### src/rtl/core/lsf_pkg.sv
// ============================================================================
// lsf_pkg: shared types and constants of the line substring filter
// Holds the descriptor and status structs passed between the front end, the
// descriptor queue and the replay engine, plus register codes and helpers.
// ============================================================================
`timescale 1ns / 1ps
`default_nettype none

package lsf_pkg;

    // Wide enough for a chunk length at the largest supported line capacity.
    localparam int CHUNK_LEN_W = 7;

    localparam int CFG_ADDR_W = 5;
    localparam int CFG_DATA_W = 64;

    localparam logic [1:0] REG_PATTERN_BYTES  = 2'd0;
    localparam logic [1:0] REG_PATTERN_LENGTH = 2'd1;
    localparam logic [1:0] REG_IGNORE_CASE    = 2'd2;

    localparam logic [7:0] CHAR_NEWLINE = 8'h0A;
    localparam logic [7:0] CHAR_LOWER_A = 8'h61;
    localparam logic [7:0] CHAR_LOWER_Z = 8'h7A;
    localparam logic [7:0] CASE_OFFSET  = 8'h20;

    // One closed, matching chunk waiting for replay.
    typedef struct packed {
        logic                   bank;
        logic [CHUNK_LEN_W-1:0] len;
        logic [31:0]            number;
    } t_chunk_desc;

    // The replay engine is done reading a store bank.
    typedef struct packed {
        logic valid;
        logic bank;
    } t_bank_release;

    typedef struct packed {
        logic active;
        logic bank;
    } t_back_status;

    function automatic logic [7:0] fold_char(input logic [7:0] c, input logic ic);
        logic [7:0] r;
        r = c;
        if (ic && (c >= CHAR_LOWER_A) && (c <= CHAR_LOWER_Z)) begin
            r = c - CASE_OFFSET;
        end
        return r;
    endfunction

endpackage

`default_nettype wire

### src/rtl/core/lsf_channels.sv
// ============================================================================
// lsf_channels: stream interfaces of the line substring filter
// Text byte input channel and replayed line output channel, valid/ready.
// ============================================================================
`timescale 1ns / 1ps
`default_nettype none

interface lsf_text_if;
    logic       valid;
    logic       ready;
    logic [7:0] text_byte;
    logic       final_byte;

    modport source (output valid, output text_byte, output final_byte, input ready);
    modport sink   (input valid, input text_byte, input final_byte, output ready);
endinterface

interface lsf_line_if;
    logic        valid;
    logic        ready;
    logic [7:0]  out_byte;
    logic [31:0] chunk_number;
    logic        end_of_chunk;

    modport source (output valid, output out_byte, output chunk_number,
                    output end_of_chunk, input ready);
    modport sink   (input valid, input out_byte, input chunk_number,
                    input end_of_chunk, output ready);
endinterface

`default_nettype wire

### src/rtl/core/lsf_front.sv
// ============================================================================
// lsf_front: byte intake, chunk splitting and pattern matching
// Writes each accepted byte into the current store bank, keeps the recent
// window and match flag, and queues a descriptor for every matching chunk.
// ============================================================================
`timescale 1ns / 1ps
`default_nettype none

module lsf_front #(
    parameter int LINE_CAP    = 64,
    parameter int PATTERN_MAX = 8
) (
    input  wire logic                          i_clk,
    input  wire logic                          i_rst_n,
    lsf_text_if.sink                           i_text_ch,
    input  wire logic [63:0]                   i_pattern_bytes,
    input  wire logic [3:0]                    i_pattern_length,
    input  wire logic                          i_ignore_case,
    input  wire logic                          i_desc_full,
    input  wire lsf_pkg::t_bank_release        i_release,
    input  wire lsf_pkg::t_back_status         i_back_status,
    output logic                               o_desc_push,
    output lsf_pkg::t_chunk_desc               o_desc,
    output logic                               o_wr_en,
    output logic [$clog2(LINE_CAP):0]          o_wr_addr,
    output logic [7:0]                         o_wr_data
);
    import lsf_pkg::*;

    localparam int FILL_W = $clog2(LINE_CAP);
    localparam int CNT_W  = $clog2(PATTERN_MAX + 1);
    localparam int WIN_W  = 8 * PATTERN_MAX;

    logic [FILL_W-1:0] r_fill;
    logic [WIN_W-1:0]  r_window;
    logic [CNT_W-1:0]  r_wcount;
    logic              r_found;
    logic [31:0]       r_counter;
    logic [1:0]        r_busy;
    logic              r_wbank;

    logic [1:0]        n_busy;
    logic              take;
    logic              close;
    logic              hit;
    logic              found_now;
    logic [FILL_W:0]   new_fill;
    logic [WIN_W-1:0]  new_window;
    logic [CNT_W-1:0]  new_count;
    logic [3:0]        plen;

    assign i_text_ch.ready = !r_busy[r_wbank] && !i_desc_full;
    assign take            = i_text_ch.valid && i_text_ch.ready;

    assign new_fill   = {1'b0, r_fill} + (FILL_W + 1)'(1);
    assign new_window = (r_window << 8) | WIN_W'(i_text_ch.text_byte);
    assign new_count  = (r_wcount == CNT_W'(PATTERN_MAX)) ? r_wcount
                                                          : r_wcount + CNT_W'(1);
    assign plen       = (i_pattern_length > 4'(PATTERN_MAX)) ? 4'(PATTERN_MAX)
                                                             : i_pattern_length;

    assign close = (i_text_ch.text_byte == CHAR_NEWLINE)
                || (new_fill >= (FILL_W + 1)'(LINE_CAP - 1))
                || i_text_ch.final_byte;

    // Pattern character i lines up with the window byte that is plen-1-i old.
    always_comb begin
        logic [3:0] age;
        logic [7:0] wb;
        logic [7:0] pb;
        hit = (4'(new_count) >= plen);
        for (int i = 0; i < PATTERN_MAX; i++) begin
            age = plen - 4'd1 - 4'(i);
            wb  = 8'(new_window >> {age, 3'b000});
            pb  = i_pattern_bytes[8*i +: 8];
            if ((4'(i) < plen) && (fold_char(wb, i_ignore_case) !=
                                   fold_char(pb, i_ignore_case))) begin
                hit = 1'b0;
            end
        end
    end

    assign found_now   = r_found || hit;
    assign o_desc_push = take && close && found_now;

    always_comb begin
        o_desc.bank   = r_wbank;
        o_desc.len    = CHUNK_LEN_W'(new_fill);
        o_desc.number = r_counter;
    end

    assign o_wr_en   = take;
    assign o_wr_addr = {r_wbank, r_fill};
    assign o_wr_data = i_text_ch.text_byte;

    always_comb begin
        n_busy = r_busy;
        if (i_release.valid) begin
            n_busy[i_release.bank] = 1'b0;
        end
        if (o_desc_push) begin
            n_busy[r_wbank] = 1'b1;
        end
    end

    always_ff @(posedge i_clk) begin
        if (!i_rst_n) begin
            r_fill    <= '0;
            r_window  <= '0;
            r_wcount  <= '0;
            r_found   <= 1'b0;
            r_counter <= 32'd1;
            r_busy    <= '0;
            r_wbank   <= 1'b0;
        end else begin
            r_busy <= n_busy;
            if (take) begin
                if (close) begin
                    r_fill   <= '0;
                    r_window <= '0;
                    r_wcount <= '0;
                    r_found  <= 1'b0;
                    if (i_text_ch.final_byte) begin
                        r_counter <= 32'd1;
                    end else if (r_counter != 32'hFFFF_FFFF) begin
                        r_counter <= r_counter + 32'd1;
                    end
                    if (found_now) begin
                        r_wbank <= !r_wbank;
                    end
                end else begin
                    r_fill   <= new_fill[FILL_W-1:0];
                    r_window <= new_window;
                    r_wcount <= new_count;
                    r_found  <= found_now;
                end
            end
        end
    end

    a_push_has_room: assert property (@(posedge i_clk) disable iff (!i_rst_n)
        o_desc_push |-> !i_desc_full)
        else $error("descriptor pushed into a full queue");

    a_release_busy: assert property (@(posedge i_clk) disable iff (!i_rst_n)
        i_release.valid |-> r_busy[i_release.bank])
        else $error("replay released a bank that was not in use");

    a_replay_busy: assert property (@(posedge i_clk) disable iff (!i_rst_n)
        i_back_status.active |-> r_busy[i_back_status.bank])
        else $error("replay reads a bank that the front end may overwrite");

endmodule

`default_nettype wire

### src/rtl/core/lsf_desc_fifo.sv
// ============================================================================
// lsf_desc_fifo: two-entry queue of matching chunk descriptors
// Decouples chunk intake from replay; one entry per store bank.
// ============================================================================
`timescale 1ns / 1ps
`default_nettype none

module lsf_desc_fifo (
    input  wire logic                  i_clk,
    input  wire logic                  i_rst_n,
    input  wire logic                  i_push,
    input  wire lsf_pkg::t_chunk_desc  i_desc,
    input  wire logic                  i_pop,
    output logic                       o_valid,
    output logic                       o_full,
    output lsf_pkg::t_chunk_desc       o_desc
);
    import lsf_pkg::*;

    t_chunk_desc r_entries [2];
    logic        r_wptr;
    logic        r_rptr;
    logic [1:0]  r_count;

    assign o_valid = (r_count != 2'd0);
    assign o_full  = (r_count == 2'd2);
    assign o_desc  = r_entries[r_rptr];

    always_ff @(posedge i_clk) begin
        if (i_push) begin
            r_entries[r_wptr] <= i_desc;
        end
    end

    always_ff @(posedge i_clk) begin
        if (!i_rst_n) begin
            r_wptr  <= 1'b0;
            r_rptr  <= 1'b0;
            r_count <= '0;
        end else begin
            if (i_push) begin
                r_wptr <= !r_wptr;
            end
            if (i_pop) begin
                r_rptr <= !r_rptr;
            end
            case ({i_push, i_pop})
                2'b10:   r_count <= r_count + 2'd1;
                2'b01:   r_count <= r_count - 2'd1;
                default: r_count <= r_count;
            endcase
        end
    end

endmodule

`default_nettype wire

### src/rtl/core/lsf_back.sv
// ============================================================================
// lsf_back: chunk store and replay engine
// Holds two banks of chunk bytes and replays queued chunks one byte per
// cycle while the sink is ready; registered store read data is the output register.
// ============================================================================
`timescale 1ns / 1ps
`default_nettype none

module lsf_back #(
    parameter int LINE_CAP = 64
) (
    input  wire logic                        i_clk,
    input  wire logic                        i_rst_n,
    input  wire logic                        i_wr_en,
    input  wire logic [$clog2(LINE_CAP):0]   i_wr_addr,
    input  wire logic [7:0]                  i_wr_data,
    input  wire logic                        i_desc_valid,
    input  wire lsf_pkg::t_chunk_desc        i_desc,
    output logic                             o_desc_pop,
    output lsf_pkg::t_bank_release           o_release,
    output lsf_pkg::t_back_status            o_status,
    lsf_line_if.source                       o_line_ch
);
    import lsf_pkg::*;

    localparam int FILL_W = $clog2(LINE_CAP);
    localparam int DEPTH  = 2 << FILL_W;

    logic [7:0]             r_store [DEPTH];

    logic                   r_active;
    logic                   r_bank;
    logic [FILL_W-1:0]      r_idx;
    logic [CHUNK_LEN_W-1:0] r_len;
    logic [31:0]            r_num;

    logic                   r_out_valid;
    logic [7:0]             r_out_byte;
    logic [31:0]            r_out_num;
    logic                   r_out_end;

    logic                   slot_free;
    logic                   issue;
    logic                   last;

    assign slot_free = !r_out_valid || o_line_ch.ready;
    assign issue     = r_active && slot_free;
    assign last      = ((CHUNK_LEN_W'(r_idx) + CHUNK_LEN_W'(1)) == r_len);

    // A new chunk is taken when idle or right as the current one issues its last byte.
    assign o_desc_pop = i_desc_valid && (!r_active || (issue && last));

    always_comb begin
        o_release.valid = issue && last;
        o_release.bank  = r_bank;
        o_status.active = r_active;
        o_status.bank   = r_bank;
    end

    assign o_line_ch.valid        = r_out_valid;
    assign o_line_ch.out_byte     = r_out_byte;
    assign o_line_ch.chunk_number = r_out_num;
    assign o_line_ch.end_of_chunk = r_out_end;

    always_ff @(posedge i_clk) begin
        if (i_wr_en) begin
            r_store[i_wr_addr] <= i_wr_data;
        end
    end

    always_ff @(posedge i_clk) begin
        if (issue) begin
            r_out_byte <= r_store[{r_bank, r_idx}];
            r_out_num  <= r_num;
            r_out_end  <= last;
        end
    end

    always_ff @(posedge i_clk) begin
        if (!i_rst_n) begin
            r_active    <= 1'b0;
            r_out_valid <= 1'b0;
        end else begin
            if (issue) begin
                r_out_valid <= 1'b1;
            end else if (o_line_ch.ready) begin
                r_out_valid <= 1'b0;
            end
            if (o_desc_pop) begin
                r_active <= 1'b1;
            end else if (issue && last) begin
                r_active <= 1'b0;
            end
        end
    end

    always_ff @(posedge i_clk) begin
        if (o_desc_pop) begin
            r_bank <= i_desc.bank;
            r_idx  <= '0;
            r_len  <= i_desc.len;
            r_num  <= i_desc.number;
        end else if (issue) begin
            r_idx <= r_idx + FILL_W'(1);
        end
    end

endmodule

`default_nettype wire

### src/rtl/core/line_substring_filter_core.sv
// ============================================================================
// line_substring_filter_core: fixed-string line filter
// Splits a byte stream into chunks, matches a configured pattern inside each
// chunk and replays the bytes of every matching chunk with its number.
// ============================================================================
// The block takes one text byte per cycle as long as a store bank is free.
// Chunk bytes go into one of two banks; when a chunk closes on a newline, at
// LINE_CAP-1 bytes or on the final byte, a matching chunk is handed to the
// replay engine and intake continues in the other bank. Replay reads the store
// through its single read port, one byte per cycle while the sink is ready.
// Intake stalls only while both banks hold chunks not yet fully replayed.
// Intake and replay each move one byte per cycle and overlap, so even with
// every line matching and an always-ready sink the sustained rate stays close
// to the intake rate for lines of similar length. A short line that closes
// behind a long matching one waits until the long one has been replayed, and
// a slow sink holds intake to its own pace once both banks are full. The store
// needs no clearing after reset. Configuration is an APB-style port with
// 64-bit registers at byte addresses 0 (pattern bytes), 8 (pattern length)
// and 16 (ignore case).
// ============================================================================
`timescale 1ns / 1ps
`default_nettype none

module line_substring_filter_core #(
    parameter int LINE_CAP    = 64,
    parameter int PATTERN_MAX = 8
) (
    input  wire logic                             i_clk,
    input  wire logic                             i_rst_n,
    lsf_text_if.sink                              i_text_ch,
    lsf_line_if.source                            o_line_ch,
    input  wire logic                             psel,
    input  wire logic                             penable,
    input  wire logic                             pwrite,
    input  wire logic [lsf_pkg::CFG_ADDR_W-1:0]   paddr,
    input  wire logic [lsf_pkg::CFG_DATA_W-1:0]   pwdata,
    output logic      [lsf_pkg::CFG_DATA_W-1:0]   prdata,
    output logic                                  pready
);
    import lsf_pkg::*;

    localparam int FILL_W = $clog2(LINE_CAP);

    logic [63:0]       r_pattern_bytes;
    logic [3:0]        r_pattern_length;
    logic              r_ignore_case;

    logic              cfg_write;
    logic [1:0]        reg_index;

    logic              desc_push;
    logic              desc_pop;
    logic              desc_valid;
    logic              desc_full;
    t_chunk_desc       desc_in;
    t_chunk_desc       desc_head;
    t_bank_release     release_info;
    t_back_status      back_status;
    logic              wr_en;
    logic [FILL_W:0]   wr_addr;
    logic [7:0]        wr_data;

    assign pready    = 1'b1;
    assign cfg_write = psel && penable && pwrite && pready;
    assign reg_index = paddr[4:3];

    always_ff @(posedge i_clk) begin
        if (!i_rst_n) begin
            r_pattern_bytes  <= '0;
            r_pattern_length <= '0;
            r_ignore_case    <= 1'b0;
        end else if (cfg_write) begin
            case (reg_index)
                REG_PATTERN_BYTES:  r_pattern_bytes  <= pwdata;
                REG_PATTERN_LENGTH: r_pattern_length <= pwdata[3:0];
                REG_IGNORE_CASE:    r_ignore_case    <= pwdata[0];
                default:            ;
            endcase
        end
    end

    always_comb begin
        case (reg_index)
            REG_PATTERN_BYTES:  prdata = r_pattern_bytes;
            REG_PATTERN_LENGTH: prdata = CFG_DATA_W'(r_pattern_length);
            REG_IGNORE_CASE:    prdata = CFG_DATA_W'(r_ignore_case);
            default:            prdata = '0;
        endcase
    end

    lsf_front #(
        .LINE_CAP    (LINE_CAP),
        .PATTERN_MAX (PATTERN_MAX)
    ) u_front (
        .i_clk            (i_clk),
        .i_rst_n          (i_rst_n),
        .i_text_ch        (i_text_ch),
        .i_pattern_bytes  (r_pattern_bytes),
        .i_pattern_length (r_pattern_length),
        .i_ignore_case    (r_ignore_case),
        .i_desc_full      (desc_full),
        .i_release        (release_info),
        .i_back_status    (back_status),
        .o_desc_push      (desc_push),
        .o_desc           (desc_in),
        .o_wr_en          (wr_en),
        .o_wr_addr        (wr_addr),
        .o_wr_data        (wr_data)
    );

    lsf_desc_fifo u_desc_fifo (
        .i_clk   (i_clk),
        .i_rst_n (i_rst_n),
        .i_push  (desc_push),
        .i_desc  (desc_in),
        .i_pop   (desc_pop),
        .o_valid (desc_valid),
        .o_full  (desc_full),
        .o_desc  (desc_head)
    );

    lsf_back #(
        .LINE_CAP (LINE_CAP)
    ) u_back (
        .i_clk        (i_clk),
        .i_rst_n      (i_rst_n),
        .i_wr_en      (wr_en),
        .i_wr_addr    (wr_addr),
        .i_wr_data    (wr_data),
        .i_desc_valid (desc_valid),
        .i_desc       (desc_head),
        .o_desc_pop   (desc_pop),
        .o_release    (release_info),
        .o_status     (back_status),
        .o_line_ch    (o_line_ch)
    );

endmodule

`default_nettype wire
### src/flat_wrapper.sv
// flat-port wrapper written by rule: the top's interface ports become plain ports
module line_substring_filter_core_flat import lsf_pkg::*;
#(
    parameter int LINE_CAP    = 64,
    parameter int PATTERN_MAX = 8
)
  (i_clk, i_rst_n, psel, penable, pwrite, paddr, pwdata, prdata, pready, i_text_ch_valid, i_text_ch_text_byte, i_text_ch_final_byte, i_text_ch_ready, o_line_ch_valid, o_line_ch_out_byte, o_line_ch_chunk_number, o_line_ch_end_of_chunk, o_line_ch_ready);
  lsf_text_if i_text_ch_i ();
  lsf_line_if o_line_ch_i ();
  input  wire logic i_clk;
  input  wire logic i_rst_n;
  input  wire logic psel;
  input  wire logic penable;
  input  wire logic pwrite;
  input  wire logic [lsf_pkg::CFG_ADDR_W-1:0] paddr;
  input  wire logic [lsf_pkg::CFG_DATA_W-1:0] pwdata;
  output logic      [lsf_pkg::CFG_DATA_W-1:0] prdata;
  output logic pready;
  input wire logic [$bits(i_text_ch_i.valid)-1:0] i_text_ch_valid;
  input wire logic [$bits(i_text_ch_i.text_byte)-1:0] i_text_ch_text_byte;
  input wire logic [$bits(i_text_ch_i.final_byte)-1:0] i_text_ch_final_byte;
  output wire logic [$bits(i_text_ch_i.ready)-1:0] i_text_ch_ready;
  output wire logic [$bits(o_line_ch_i.valid)-1:0] o_line_ch_valid;
  output wire logic [$bits(o_line_ch_i.out_byte)-1:0] o_line_ch_out_byte;
  output wire logic [$bits(o_line_ch_i.chunk_number)-1:0] o_line_ch_chunk_number;
  output wire logic [$bits(o_line_ch_i.end_of_chunk)-1:0] o_line_ch_end_of_chunk;
  input wire logic [$bits(o_line_ch_i.ready)-1:0] o_line_ch_ready;
  assign i_text_ch_i.valid = i_text_ch_valid;
  assign i_text_ch_i.text_byte = i_text_ch_text_byte;
  assign i_text_ch_i.final_byte = i_text_ch_final_byte;
  assign i_text_ch_ready = i_text_ch_i.ready;
  assign o_line_ch_valid = o_line_ch_i.valid;
  assign o_line_ch_out_byte = o_line_ch_i.out_byte;
  assign o_line_ch_chunk_number = o_line_ch_i.chunk_number;
  assign o_line_ch_end_of_chunk = o_line_ch_i.end_of_chunk;
  assign o_line_ch_i.ready = o_line_ch_ready;
  line_substring_filter_core #(.LINE_CAP(LINE_CAP), .PATTERN_MAX(PATTERN_MAX)) u_core (.i_clk(i_clk), .i_rst_n(i_rst_n), .i_text_ch(i_text_ch_i), .o_line_ch(o_line_ch_i), .psel(psel), .penable(penable), .pwrite(pwrite), .paddr(paddr), .pwdata(pwdata), .prdata(prdata), .pready(pready));
endmodule
### config.mk
export PLATFORM = sky130hd
export DESIGN_NAME = line_substring_filter_core_flat
export DESIGN_NICKNAME = d
export VERILOG_FILES = /design/src/rtl/core/lsf_pkg.sv /design/src/rtl/core/lsf_channels.sv /design/src/rtl/core/lsf_front.sv /design/src/rtl/core/lsf_desc_fifo.sv /design/src/rtl/core/lsf_back.sv /design/src/rtl/core/line_substring_filter_core.sv /design/src/flat_wrapper.sv
export SDC_FILE = /design/constraint.sdc
export NUM_CORES = 2
export LEC_CHECK = 0
export BUFFER_PORTS_ARGS = -buffer_cell sky130_fd_sc_hd__clkbuf_2
export CORE_MARGIN = 3
export CORE_UTILIZATION = 25
export CTS_BUF_LIST = sky130_fd_sc_hd__clkbuf_4 sky130_fd_sc_hd__clkbuf_8
export CTS_CLUSTER_DIAMETER = 60
export DETAILED_ROUTE_END_ITERATION = 8
export PLACE_DENSITY = 0.46
export SETUP_SLACK_MARGIN = 0.3
export SYNTH_ARGS = -nofsm -noshare
export SYNTH_HDL_FRONTEND = slang
export SYNTH_SLANG_ARGS = --single-unit
export TNS_END_PERCENT = 100
### constraint.sdc
create_clock -name i_clk -period 22.8 [get_ports i_clk]
set_input_delay 0 -clock i_clk [delete_from_list [all_inputs] [get_ports i_clk]]
set_output_delay 0 -clock i_clk [all_outputs]
set_load 0.1 [all_outputs]
==> reports/qor.yml <==
tritoncts: "done"
grt_pass1_vias: 35000
antenna_found_initial: 8
rsz0062_at_grt: "no"
required_ns: 23.34
finalSetupViolCount: 0
arrival_ns: 9.18
numCtsBuffers: 225
r2r_slack_ns: 14.17
ys_async_sr_fraction_pct: 0
hold_path_end: "u_core.u_back.r_store[69][0]"
end_kind: "flop"
cts_root_buf: "clkbuf_8"
dp_hpwl_mm: 103
overflow: 0
grtUsageTotal_pct: 13.6
synth.area.top_cells: "edfxtp_1 (61%), mux4_2 (15%), dfxtp_1 (6.2%)"
place_congestion: 0.841
drc: 0
wl_mm: 166
min-delay-start: "i_text_ch_text_byte[0]"
postRouteAntennaNets: 0
grt_pass1_wl_mm: 244
power_density_nw_per_um2: 93.5
initial_utilization_pct: 25.2
drive_above_1_share_pct: 25.8
drt_iter0_drc: 2719
clkSinkCount: 1368
skew_ns: 0.0675
grt_max_degree: 129
tightestPinTransition_ns: 1.21
die_area_um2: 240000
synth_ff_type: "edfxtp_1"
yosysMostFrequentCell: "edfxtp_1"
synth_common_cells: "edfxtp_1 (1185), mux4_2 (380), nand2_1 (356)"
min_path_type: "in2reg"
io-pin-count: 193
via_per_inst: 4.60
vdd_ir_drop_max_mv: 0.0644
r2r-start: "u_core.r_pattern_length[3]"
rows: 177
crit_fanout: 54
status: "finished clean"
cts_setup_buffers: 0
synth-edff-count: 1185
ys_types: 92
fin_nets: 4239
yosysTopAreaCell: "edfxtp_1"
period_needed_ns: 8.63
avgRoutedWirePerCell_um: 22.3
routed-via-count: 34300
clk_pin_slew_worst_paths_ns: 0.06
synth_nets: 3726
clock.fmax_mhz: 116
syn-cell-area_um2: 58600
cellLeakagePower_nw: 22.0
clock_path_buffers: 3
drv_cap: 0
postSynthAreaPerCell_um2: 16.3
yosysSeqAreaShare_pct: 66.9
area_growth_syn_to_layout_pct: 20.3
yosysTopAreaCellShare_pct: 60.7
yosys_warnings: 0
rr_endpoint: "u_core.u_desc_fifo.r_entries[0][18]"
synth_cells: 3605
ctsHtreeMaxLevel: 4
die_height_um: 490
slew_violations: 0
core_um2: 233000
crit_type: "reg2reg"
port_buffers: 188
finalHoldViolCount: 0
fp.dieW_um: 490
insertion_delay_ns: 0.97
finalCritPeriodShare_pct: 37.9
relSlewSlack_pct: 18.3
setup_tns_ns: 0
firstDrtPassIters: 5
hold_depth: 2
r2r_cells: 22
critPathLaunchType: "flop"
synth_seq_cells: 1368
post_cts_resized: 0
holdWs_ns: 0.110
==> stage by stage <==
stage	util, %	total power, W	cells	cell area [µm²]	setup slack [ns]
2_1_floorplan	-	0.00392	3605	58600	14.63
5_1_grt	30.3	0.00687	7447	70500	13.69
4_1_cts	30.3	0.00671	7444	70500	14.06
3_3_place_gp	27.1	0.00440	6763	63100	14.18
3_5_place_dp	27.1	0.00441	6763	63100	14.14
6_report	30.3	0.00659	7451	70500	14.17
==> sequential cells by signal (all words and copies together), names as in the netlist, 7 cells and up <==
signal / count
u_core.u_back.r_len: 7
u_core.u_back.o_line_ch.chunk_number: 32
u_core.u_back.o_line_ch.out_byte: 8
u_core.u_back.r_num: 32
u_core.u_back.r_store: 1024
u_core.u_front.r_counter: 32
u_core.u_desc_fifo.r_entries: 80
u_core.u_front.r_window: 56
u_core.r_pattern_bytes: 64
==> timing repair <==
| item | in CTS | in global routing |
|---|---|---|
| endpoints found under the hold margin | 754 | 0 |
| hold buffers | 260 | 0 |
| endpoints found under the setup margin | 0 | 0 |
==> worst max-delay path, stage by stage (launching register included) <==
cell and delay (ns):
dfxtp_2 0.31, buf_4 0.47, nand2b_2 0.23, buf_4 0.49, ha_2 0.25, buf_4 0.58
ha_1 0.35, buf_4 0.22, inv_1 0.50, mux4_2 0.50, and2_4 0.22, inv_1 0.05
ha_1 0.26, a21oi_1 0.17, a31o_2 0.13, a22oi_1 0.08, or3b_1 0.37, a2111o_1 0.46
or4_1 0.57, o41ai_2 0.42, a31oi_1 0.30, or3_1 0.42, inv_2 0.75
==> routing by layer <==
metal  global-route usage [%]  wire, µm  up-vias
li1                         -         -    15200
met1                     17.9     72400    17800
met2                     23.0     82500      928
met3                     2.50      8120      230
met4                     3.18      3200        0
met5                        0         0        -
==> cells by family after synthesis <==
group,after synthesis,share of synthesized area (%)
multiplexers,500,16.8
AND/OR/NAND/NOR,918,7.30
AO/OA/AOI/OAI,396,4.61
XOR/XNOR,106,1.65
buffers and inverters,280,1.93
other,1,0.00640
flip-flops,1368,66.9
adder cells (fa/ha/maj),36,0.768
==> layout by cell type, fill, tap and decap left out, drive strengths merged, types with 8 or more instances in the layout <==
cell type | synthesis | final
dlygate4sd3 | 0 | 260
a32oi | 11 | 11
a22oi | 15 | 15
a21boi | 69 | 69
xor2 | 50 | 50
inv | 58 | 65
mux2 | 67 | 67
nor3b | 11 | 11
ha | 36 | 36
clkinv | 2 | 73
dfxtp | 183 | 183
nand3 | 51 | 51
nor4 | 8 | 8
nor2b | 20 | 20
clkbuf | 156 | 509
nor4b | 10 | 10
xnor2 | 53 | 53
a31oi | 14 | 14
nand2b | 28 | 28
o21ai | 46 | 46
mux2i | 53 | 53
and2 | 50 | 50
a211oi | 18 | 18
o22ai | 8 | 8
a21oi | 107 | 107
bufinv | 0 | 9
edfxtp | 1185 | 1185
nand2 | 356 | 356
nor2 | 229 | 229
o211ai | 10 | 10
nand4 | 10 | 10
or3 | 25 | 25
and3 | 21 | 21
o31ai | 15 | 15
buf | 64 | 66
nor3 | 53 | 53
or4 | 10 | 10
mux4 | 380 | 380
==> layout make-up <==
type | instances | area, µm²
Multi-Input combinational cell | 1957 | 18300
Tap cell | 3132 | 3920
Clock buffer | 329 | 3980
Clock inverter | 92 | 800
Sequential cell | 1368 | 39300
Fill cell | 23100 | 162000
Timing Repair Buffer | 506 | 4020
Antenna cell | 7 | 17.5
Inverter | 60 | 228
==> report_power, final <==
group	leakage (nW)	switching, W	internal [W]
clock network	2.52	0.00102	0.00123
logic	7.24	0.000857	0.000547
registers	12.2	0.0000794	0.00285
==> worst max-delay path by stage <==
| stage | depth (start not counted) | start | endpoint |
|---|---|---|---|
| CTS | 22 | u_core.r_pattern_length[3] | u_core.u_desc_fifo.r_entries[0][18] |
| floorplan | 28 | u_core.r_pattern_length[3] | u_core.u_desc_fifo.r_entries[1][0] |
| finish | 22 | u_core.r_pattern_length[3] | u_core.u_desc_fifo.r_entries[0][18] |
| global route | 18 | u_core.r_pattern_length[3] | u_core.u_desc_fifo.r_entries[0][18] |
| detailed placement | 22 | u_core.r_pattern_length[3] | u_core.u_desc_fifo.r_entries[0][19] |
| global placement | 22 | u_core.r_pattern_length[3] | u_core.u_desc_fifo.r_entries[0][20] |
(Power assumes the default switching activity.)
